--- src/rtl/core/pcc_pkg.sv ---
`default_nettype none
// ----------------------------------------------------------------------------
// pcc_pkg: types and constants of the packet class counter
// Word formats of both channels, class codes and protocol constants.
// ----------------------------------------------------------------------------
package pcc_pkg;

  typedef enum logic [2:0] {
    CLS_TCP   = 3'd0,
    CLS_UDP   = 3'd1,
    CLS_ARP   = 3'd2,
    CLS_ICMP  = 3'd3,
    CLS_IGMP  = 3'd4,
    CLS_DNS   = 3'd5,
    CLS_HTTP  = 3'd6,
    CLS_OTHER = 3'd7
  } frame_class_e;

  typedef struct packed {
    logic [7:0] frame_byte;
    logic       last_byte;
  } in_word_t;

  typedef struct packed {
    frame_class_e frame_class;
    logic         was_counted;
    logic [31:0]  class_count;
    logic [31:0]  total_count;
  } out_word_t;

  localparam logic [15:0] ETYPE_ARP  = 16'h0806;
  localparam logic [15:0] ETYPE_IPV4 = 16'h0800;
  localparam logic [7:0]  PROTO_ICMP = 8'd1;
  localparam logic [7:0]  PROTO_IGMP = 8'd2;
  localparam logic [7:0]  PROTO_TCP  = 8'd6;
  localparam logic [7:0]  PROTO_UDP  = 8'd17;
  localparam logic [15:0] PORT_DNS   = 16'd53;
  localparam logic [15:0] PORT_HTTP  = 16'd80;

  localparam logic [6:0] POS_ETYPE_HI = 7'd12;
  localparam logic [6:0] POS_ETYPE_LO = 7'd13;
  localparam logic [6:0] POS_IHL      = 7'd14;
  localparam logic [6:0] POS_PROTO    = 7'd23;
  localparam logic [6:0] POS_MAX      = 7'd127;

  // Register offsets, selected by paddr[2]
  localparam logic REG_CLASS_ENABLE = 1'b0;
  localparam logic REG_SINK_PRESENT = 1'b1;

endpackage
`default_nettype wire

--- src/rtl/core/packet_class_counter_core.sv ---
`default_nettype none
// ----------------------------------------------------------------------------
// packet_class_counter_core: Ethernet/IPv4 frame classifier with counters
// Classifies byte-serial frames and keeps one counter per class and a total.
// ----------------------------------------------------------------------------
// Usage:
//   Feed frame bytes in wire order on the input channel (in_valid_i /
//   in_stall_o), with last_byte set on the final byte of each frame. One
//   byte is taken per cycle while in_stall_o is low. Each byte lands in an
//   input register; from there the header capture, classification and
//   counter update run in one pass and, on a last byte, load the result
//   register, which drives out_valid_o. Frames of any length stream at one
//   byte per cycle unless a last byte waits on a stalled result.
//   The result carries the class code, whether it was counted, and the class
//   and total counters after the update (zero-extended or truncated to 32
//   bits). Bytes that are not last produce no word.
//   While the receiver stalls a pending result, the block keeps taking bytes
//   until a second last byte reaches the input register; it then holds
//   in_stall_o high until the result is taken.
//   Reset clears the frame capture state, all counters, and sets
//   class_enable to all ones and sink_present to one. The APB registers are
//   class_enable at 0x0 and sink_present at 0x4; write them only when idle.
// ----------------------------------------------------------------------------
module packet_class_counter_core #(
  parameter int COUNT_WIDTH = 32
) (
  input  wire                 clk_i,
  input  wire                 rst_ni,
  // byte input channel
  input  wire                 in_valid_i,
  output logic                in_stall_o,
  input  wire pcc_pkg::in_word_t in_data_i,
  // result channel
  output logic                out_valid_o,
  input  wire                 out_stall_i,
  output pcc_pkg::out_word_t  out_data_o,
  // configuration port
  input  wire                 psel,
  input  wire                 penable,
  input  wire                 pwrite,
  input  wire  [2:0]          paddr,
  input  wire  [31:0]         pwdata,
  output logic [31:0]         prdata,
  output logic                pready
);
  import pcc_pkg::*;

  // configuration registers
  logic [7:0] class_enable_q;
  logic       sink_present_q;

  // input register
  logic       in_valid_q;
  in_word_t   in_q;

  // frame capture state
  logic [6:0]  pos_q, pos_d;
  logic [15:0] etype_q, etype_d;
  logic [3:0]  hdr_words_q, hdr_words_d;
  logic [7:0]  proto_q, proto_d;
  logic [15:0] src_port_q, src_port_d;
  logic [15:0] dst_port_q, dst_port_d;

  // counters
  logic [COUNT_WIDTH-1:0] class_cnt_q [8];
  logic [COUNT_WIDTH-1:0] total_q;

  // result register
  logic      out_valid_q;
  out_word_t out_q;

  logic         advance;
  logic         load_res;
  logic [6:0]   port_pos;
  frame_class_e cls;
  logic         count_en;
  logic [COUNT_WIDTH-1:0] class_next;
  logic [COUNT_WIDTH-1:0] total_next;

  // --------------------------------------------------------------------------
  // Flow control: a non-last byte always drains; a last byte needs the
  // result register free or being taken this cycle.
  // --------------------------------------------------------------------------
  assign advance    = in_valid_q && (!in_q.last_byte || !out_valid_q || !out_stall_i);
  assign load_res   = advance && in_q.last_byte;
  assign in_stall_o = in_valid_q && !advance;

  always_ff @(posedge clk_i or negedge rst_ni) begin
    if (!rst_ni) begin
      in_valid_q <= 1'b0;
    end else if (!in_stall_o) begin
      in_valid_q <= in_valid_i;
    end
  end

  always_ff @(posedge clk_i) begin
    if (in_valid_i && !in_stall_o) begin
      in_q <= in_data_i;
    end
  end

  // --------------------------------------------------------------------------
  // Header capture. The port offset uses the header length as updated by
  // this very byte, so a zero length puts the source port at byte 14.
  // --------------------------------------------------------------------------
  always_comb begin
    etype_d     = etype_q;
    hdr_words_d = hdr_words_q;
    proto_d     = proto_q;
    src_port_d  = src_port_q;
    dst_port_d  = dst_port_q;

    if (pos_q == POS_ETYPE_HI) etype_d[15:8] = in_q.frame_byte;
    if (pos_q == POS_ETYPE_LO) etype_d[7:0]  = in_q.frame_byte;
    if (pos_q == POS_IHL)      hdr_words_d   = in_q.frame_byte[3:0];
    if (pos_q == POS_PROTO)    proto_d       = in_q.frame_byte;

    port_pos = POS_IHL + {1'b0, hdr_words_d, 2'b00};
    if (pos_q == port_pos)         src_port_d[15:8] = in_q.frame_byte;
    if (pos_q == port_pos + 7'd1)  src_port_d[7:0]  = in_q.frame_byte;
    if (pos_q == port_pos + 7'd2)  dst_port_d[15:8] = in_q.frame_byte;
    if (pos_q == port_pos + 7'd3)  dst_port_d[7:0]  = in_q.frame_byte;

    // saturate so long frames never wrap back onto header positions
    pos_d = (pos_q < POS_MAX) ? pos_q + 7'd1 : pos_q;
  end

  // --------------------------------------------------------------------------
  // Classification on the updated fields
  // --------------------------------------------------------------------------
  always_comb begin
    if (etype_d == ETYPE_ARP) begin
      cls = CLS_ARP;
    end else if (etype_d != ETYPE_IPV4) begin
      cls = CLS_OTHER;
    end else begin
      case (proto_d)
        PROTO_ICMP: cls = CLS_ICMP;
        PROTO_IGMP: cls = CLS_IGMP;
        PROTO_TCP:  cls = (src_port_d == PORT_HTTP || dst_port_d == PORT_HTTP)
                          ? CLS_HTTP : CLS_TCP;
        PROTO_UDP:  cls = (src_port_d == PORT_DNS || dst_port_d == PORT_DNS)
                          ? CLS_DNS : CLS_UDP;
        default:    cls = CLS_OTHER;
      endcase
    end
  end

  // igmp and other need only their enable bit; the rest need the sink too
  assign count_en = class_enable_q[cls] &&
                    (sink_present_q || cls == CLS_IGMP || cls == CLS_OTHER);

  assign class_next = count_en ? class_cnt_q[cls] + COUNT_WIDTH'(1) : class_cnt_q[cls];
  assign total_next = count_en ? total_q + COUNT_WIDTH'(1) : total_q;

  // --------------------------------------------------------------------------
  // Capture state: advance on every byte, clear after the last one
  // --------------------------------------------------------------------------
  always_ff @(posedge clk_i or negedge rst_ni) begin
    if (!rst_ni) begin
      pos_q       <= '0;
      etype_q     <= '0;
      hdr_words_q <= '0;
      proto_q     <= '0;
      src_port_q  <= '0;
      dst_port_q  <= '0;
    end else if (advance) begin
      if (in_q.last_byte) begin
        pos_q       <= '0;
        etype_q     <= '0;
        hdr_words_q <= '0;
        proto_q     <= '0;
        src_port_q  <= '0;
        dst_port_q  <= '0;
      end else begin
        pos_q       <= pos_d;
        etype_q     <= etype_d;
        hdr_words_q <= hdr_words_d;
        proto_q     <= proto_d;
        src_port_q  <= src_port_d;
        dst_port_q  <= dst_port_d;
      end
    end
  end

  // counters wrap at COUNT_WIDTH bits
  always_ff @(posedge clk_i or negedge rst_ni) begin
    if (!rst_ni) begin
      for (int i = 0; i < 8; i++) class_cnt_q[i] <= '0;
      total_q <= '0;
    end else if (load_res) begin
      class_cnt_q[cls] <= class_next;
      total_q          <= total_next;
    end
  end

  // --------------------------------------------------------------------------
  // Result register: hold while stalled, drop valid once taken
  // --------------------------------------------------------------------------
  always_ff @(posedge clk_i or negedge rst_ni) begin
    if (!rst_ni) begin
      out_valid_q <= 1'b0;
    end else if (load_res) begin
      out_valid_q <= 1'b1;
    end else if (!out_stall_i) begin
      out_valid_q <= 1'b0;
    end
  end

  always_ff @(posedge clk_i) begin
    if (load_res) begin
      out_q.frame_class <= cls;
      out_q.was_counted <= count_en;
      out_q.class_count <= 32'(class_next);
      out_q.total_count <= 32'(total_next);
    end
  end

  assign out_valid_o = out_valid_q;
  assign out_data_o  = out_q;

  // --------------------------------------------------------------------------
  // Configuration port
  // --------------------------------------------------------------------------
  always_ff @(posedge clk_i or negedge rst_ni) begin
    if (!rst_ni) begin
      class_enable_q <= 8'hFF;
      sink_present_q <= 1'b1;
    end else if (psel && penable && pwrite && pready) begin
      unique case (paddr[2])
        REG_CLASS_ENABLE: class_enable_q <= pwdata[7:0];
        REG_SINK_PRESENT: sink_present_q <= pwdata[0];
        default: ;
      endcase
    end
  end

  always_comb begin
    unique case (paddr[2])
      REG_CLASS_ENABLE: prdata = {24'd0, class_enable_q};
      REG_SINK_PRESENT: prdata = {31'd0, sink_present_q};
      default:          prdata = '0;
    endcase
  end

  assign pready = 1'b1;

`ifndef NO_ASSERTIONS
  // a stall is only raised with a byte waiting in the input register
  a_stall_needs_byte: assert property (@(posedge clk_i) disable iff (!rst_ni)
    in_stall_o |-> in_valid_q)
    else $error("input stall without a pending byte");

  // a classified frame shows up as a result word on the next cycle
  a_result_follows: assert property (@(posedge clk_i) disable iff (!rst_ni)
    load_res |=> out_valid_o)
    else $error("result word missing after last byte");

  // the total in a shown word matches the live total counter
  a_total_matches: assert property (@(posedge clk_i) disable iff (!rst_ni)
    out_valid_o |-> out_data_o.total_count == 32'(total_q))
    else $error("result total out of step with counter");

  // capture state starts over after every frame
  a_frame_clears: assert property (@(posedge clk_i) disable iff (!rst_ni)
    load_res |=> (pos_q == '0 && etype_q == '0 && hdr_words_q == '0))
    else $error("frame capture not cleared");
`endif

endmodule
`default_nettype wire
--- config.mk ---
export PLATFORM = sky130hd
export DESIGN_NAME = packet_class_counter_core
export DESIGN_NICKNAME = d
export VERILOG_FILES = /design/src/rtl/core/pcc_pkg.sv /design/src/rtl/core/packet_class_counter_core.sv
export SDC_FILE = /design/constraint.sdc
export NUM_CORES = 1
export LEC_CHECK = 0
export BUFFER_PORTS_ARGS = -buffer_cell sky130_fd_sc_hd__buf_2
export CORE_MARGIN = 1
export CORE_UTILIZATION = 25
export CTS_CLUSTER_SIZE = 24
export DETAILED_ROUTE_END_ITERATION = 7
export GPL_TIMING_DRIVEN = 0
export SLEW_MARGIN = 20
export SYNTH_ARGS = -nofsm -noshare
export SYNTH_HDL_FRONTEND = slang
export SYNTH_SLANG_ARGS = --single-unit
--- constraint.sdc ---
create_clock -name clk_i -period 5.2 [get_ports clk_i]
set_clock_uncertainty 0.05 [all_clocks]
set_input_delay 0.26 -clock clk_i [delete_from_list [all_inputs] [get_ports clk_i]]
set_output_delay 0.26 -clock clk_i [all_outputs]
set_load 0.005 [all_outputs]
==> results.sh <==
export IMPL_maxCapViolations=0
export IMPL_period_share_pct=99.0
export IMPL_multi_input_area_um2=10300
export IMPL_startpoint_type="flip-flop"
export IMPL_timing_rr_end="out_data_o[54]$_DFFE_PP_"
export IMPL_pwr_share_seq_pct=46.7
export IMPL_drt_iter0_drc=1769
export IMPL_tightest_slew_ns=0.881
export IMPL_antenna_cells=0
export IMPL_cts_htree_levels=2
export IMPL_start_util_pct=25.3
export IMPL_hpwl_um=49200
export IMPL_slew_violations=0
export IMPL_combPwrFrac_pct=7.6
export IMPL_crit_end="out_data_o[54]$_DFFE_PP_"
export IMPL_layout_nets=2564
export IMPL_irDropWorstVdd_mv=0.251
export IMPL_power_switching_w=0.00197
export IMPL_p_sw_share_pct=24.9
export IMPL_clk_pin_slew_ns=0.07
export IMPL_wl_per_cell_um=19.9
export IMPL_crit_family="simple AND/OR/NAND/NOR gates"
export IMPL_core_area_um2=85400
export IMPL_ctsLongestPathBuffers=3
export IMPL_cts_tree="yes"
export IMPL_vias=18600
export IMPL_netlist_area_um2=21600
export IMPL_syn_inst=2239
export IMPL_first_pass_iters=7
export IMPL_route_detailed_drc=0
export IMPL_grt_setup_unrepaired="yes"
export IMPL_reg2reg_from="pos_q[0]$_DFFE_PN0P_"
export IMPL_reg2reg_depth=19
export IMPL_yosysSeqAreaShare_pct=53.1
export IMPL_finalHoldViolations=0
export IMPL_p_int_w=0.00597
export IMPL_crit_path_max_fanout=10
export IMPL_final_cell_mix="nand2_1 (483), dfrtp_1 (357), o21ai_0 (282)"
export IMPL_path_cells="inv_1 -> ha_1 -> nand3_2 -> or4_4 -> a21oi_4 -> o21ai_2 -> a311o_2 -> a31oi_4 -> buf_8 -> o22ai_1 -> a211oi_2 -> nand4_1 -> and4bb_2 -> and4_4 -> buf_4 -> nand4_1 -> buf_4 -> xor2_4 -> inv_1"
export IMPL_synthToLayoutAreaGrowth_pct=26.6
export IMPL_setup_viol=0
export IMPL_tritoncts_num_buffers=48
export IMPL_cts_root_buf="clkbuf_16"
export IMPL_cpMaxStageDelayCell="or4_4"
export IMPL_pwr_share_clk_pct=45.7
export IMPL_status="finished, final reports clean"
export IMPL_grt_antenna_before_repair=0
export IMPL_slowest_delay_ns=0.45
export IMPL_crit_arrival_ns=5.43
export IMPL_dpl_cell_area_um2=23800
export IMPL_final_common_cell="nand2_1"
export IMPL_p_leak_nw=11.8
export IMPL_gp_congestion=0.946
export IMPL_routed_wl_um=73500
export IMPL_yosys_top_cells_area="dfrtp_1 (41%), edfxtp_1 (11%), nand2_1 (8.5%), o21ai_0 (6.8%), mux2i_1 (2.9%)"
export IMPL_cts_sinks=443
export IMPL_chipHeight_um=296
export IMPL_track_usage_pct=16.6
export IMPL_critical_path_buf_inv_count=5
export IMPL_synth_top_area_cell="dfrtp_1"
export IMPL_layout_cells_non_filler=3690
export IMPL_p_per_area_nw_per_um2=290
export IMPL_grt_max_degree=93
export IMPL_die_area_um2=87600
export IMPL_insertion_delay_ns=0.61
export IMPL_grt_pass1_vias=17800
export IMPL_synth_edf_count=77
export IMPL_cp_required_ns=5.48
export IMPL_ys_flop_type="dfrtp_1"
export IMPL_synth_top_area_share_pct=41.3
export IMPL_max_slew_margin_pct=41.2
export IMPL_period_minus_slack_ns=5.15
export IMPL_ys_warn_count=0
export IMPL_via_per_inst=5.03
export IMPL_fp_row_count=107
export IMPL_die_w_um=296
export IMPL_synth_seq_cells=443
export IMPL_grt_pass1_wl_um=111000
export IMPL_hp_class="in -> async"
export IMPL_fillers=8882
export IMPL_avgSynthCellArea_um2=9.65
export IMPL_fmax_mhz=194
export IMPL_cp_num_cells=19
export IMPL_place_inst=3514
export IMPL_ioPinCount=154
export IMPL_detail_route_antenna_nets=0
export IMPL_netlist_cell_type_count=98
export IMPL_critPathLaunch="pos_q[0]$_DFFE_PN0P_"
export IMPL_fin_area_um2=27400
export IMPL_r2r_slack_ns=0.05
export IMPL_cp_end_kind="flip-flop"
export IMPL_synthArstFlopShare_pct=82.6
export IMPL_fin_total_pwr_w=0.00794
export IMPL_regArea_um2=11500
export IMPL_port_buffers=101
export IMPL_criticalPathCategory="reg -> reg"
export IMPL_grt_overflow=0
export IMPL_drive_above_1_share_pct=20.0
what timing repair did:
action,4_1_cts,5_1_grt
hold endpoints to repair,202,0
cloned,5,3
setup buffers,35,26
hold buffers,23,0
gates resized for setup,124,102
endpoints found under the setup margin,337,301
pin swaps,29,36
synth_stat cells, types with 5 or more instances:
library cell and number:
a31oi_1 11, a32o_1 6, nor3_1 17, a32oi_1 5
a22o_1 7, nand4_1 39, edfxtp_1 77, nand3_1 72
xnor2_2 10, o21ai_1 52, nand2b_1 16, a21o_1 6
o221ai_1 8, nor2b_1 17, mux2i_1 63, inv_1 56
nor2_1 103, a221oi_1 8, or3_1 6, nand2_1 491
nor3_2 5, and3_1 18, and4b_1 6, xor2_1 37
dfstp_2 9, o22ai_1 13, a211oi_2 5, buf_4 34
xor2_2 7, clkbuf_1 85, a211oi_1 12, dfrtp_1 357
ha_1 6, xnor2_1 42, o211ai_1 15, o21ai_0 293
nor4_1 10, buf_2 21, a22oi_1 27, and2_1 13
mux2_2 26, a2111oi_0 5, a21oi_1 23, and4_1 6
per-stage QoR:
step | utilization [%] | hold WS (ns) | TNS [ns] | setup WS (ns)
6_report | 32.0 | 0.0600 | 0 | 0.0507
5_1_grt | 32.0 | 0.0796 | -7.06 | -0.141
4_1_cts | 31.2 | 0.0517 | 0 | 0.00465
3_5_place_dp | 27.9 | 0.0867 | -297.51 | -1.55
3_3_place_gp | 27.7 | 0.388 | -1725.44 | -3.66
2_1_floorplan | - | -0.0856 | 0 | 0.618
kinds of logic after synthesis:
| family | count (synthesis) | share of synthesized area (%) |
|---|---|---|
| AO/OA/AOI/OAI | 546 | 15.4 |
| XOR/XNOR | 96 | 4.48 |
| adder cells (fa/ha/maj) | 6 | 0.347 |
| buffers and inverters | 202 | 4.26 |
| flip-flops | 443 | 53.1 |
| multiplexers | 90 | 4.33 |
| other | 2 | 0.0348 |
| AND/OR/NAND/NOR | 854 | 18.0 |
worst register-to-register path: stages (launching register included):
cell      delay [ns]
dfrtp_1         0.41
inv_1           0.16
ha_1            0.22
nand3_2         0.13
or4_4           0.45
a21oi_4         0.23
o21ai_2         0.15
a311o_2         0.43
a31oi_4         0.25
buf_8           0.22
o22ai_1         0.11
a211oi_2        0.30
nand4_1         0.24
and4bb_2        0.43
and4_4          0.29
buf_4           0.18
nand4_1         0.14
buf_4           0.20
xor2_4          0.23
inv_1           0.07
layer usage:
metal | part of all wire (%) | GRT usage [%] | vias to the layer above
met5 | 0 | 0 | -
met4 | 3.2 | 5.91 | 0
met3 | 8.6 | 3.64 | 177
met2 | 46 | 26.2 | 856
met1 | 42 | 22.3 | 9132
li1 | - | - | 8385
worst min-delay path by stage:
stage	start	end	slack, ns	cells after the start
3_5_place_dp	rst_ni	class_cnt_q[57]$_DFFE_PN0P_	0.09	1
4_1_cts	rst_ni	class_cnt_q[124]$_DFFE_PN0P_	0.05	2
6_report	rst_ni	class_cnt_q[124]$_DFFE_PN0P_	0.06	2
3_3_place_gp	in_data_i[2]	in_q[2]$_DFFE_PP_	0.39	1
2_1_floorplan	rst_ni	class_cnt_q[0]$_DFFE_PN0P_	-0.09	0
5_1_grt	rst_ni	class_cnt_q[57]$_DFFE_PN0P_	0.08	2
sequential cells by signal, indices dropped and copies added, names as in the netlist, 4 cells and up:
register and flops:
out_data_o 68, class_enable_q 8, src_port_q 16, etype_q 16
total_q 32, hdr_words_q 4, class_cnt_q 256, in_q 9
pos_q 7, proto_q 8, dst_port_q 16
area by class of cell:
cell class / instances / area share [%]
Buffer: 140 / 3.10
Inverter: 57 / 0.782
Clock inverter: 27 / 1.23
Clock buffer: 62 / 4.81
Timing Repair Buffer: 192 / 5.16
Tap cell: 1144 / 5.23
Multi-Input combinational cell: 1625 / 37.7
Sequential cell: 443 / 42.0
power groups by stage:
stage	registers (W)	clock network [W]	logic, W
detailed placement	0.00377	0	0.000553
floorplan	0.00375	0	0.000301
CTS	0.00371	0.00369	0.000583
global route	0.00372	0.00383	0.000671
global placement	0.00378	0	0.000533
finish	0.00371	0.00363	0.000605
Note: power is estimated with default switching activity, not from simulation.
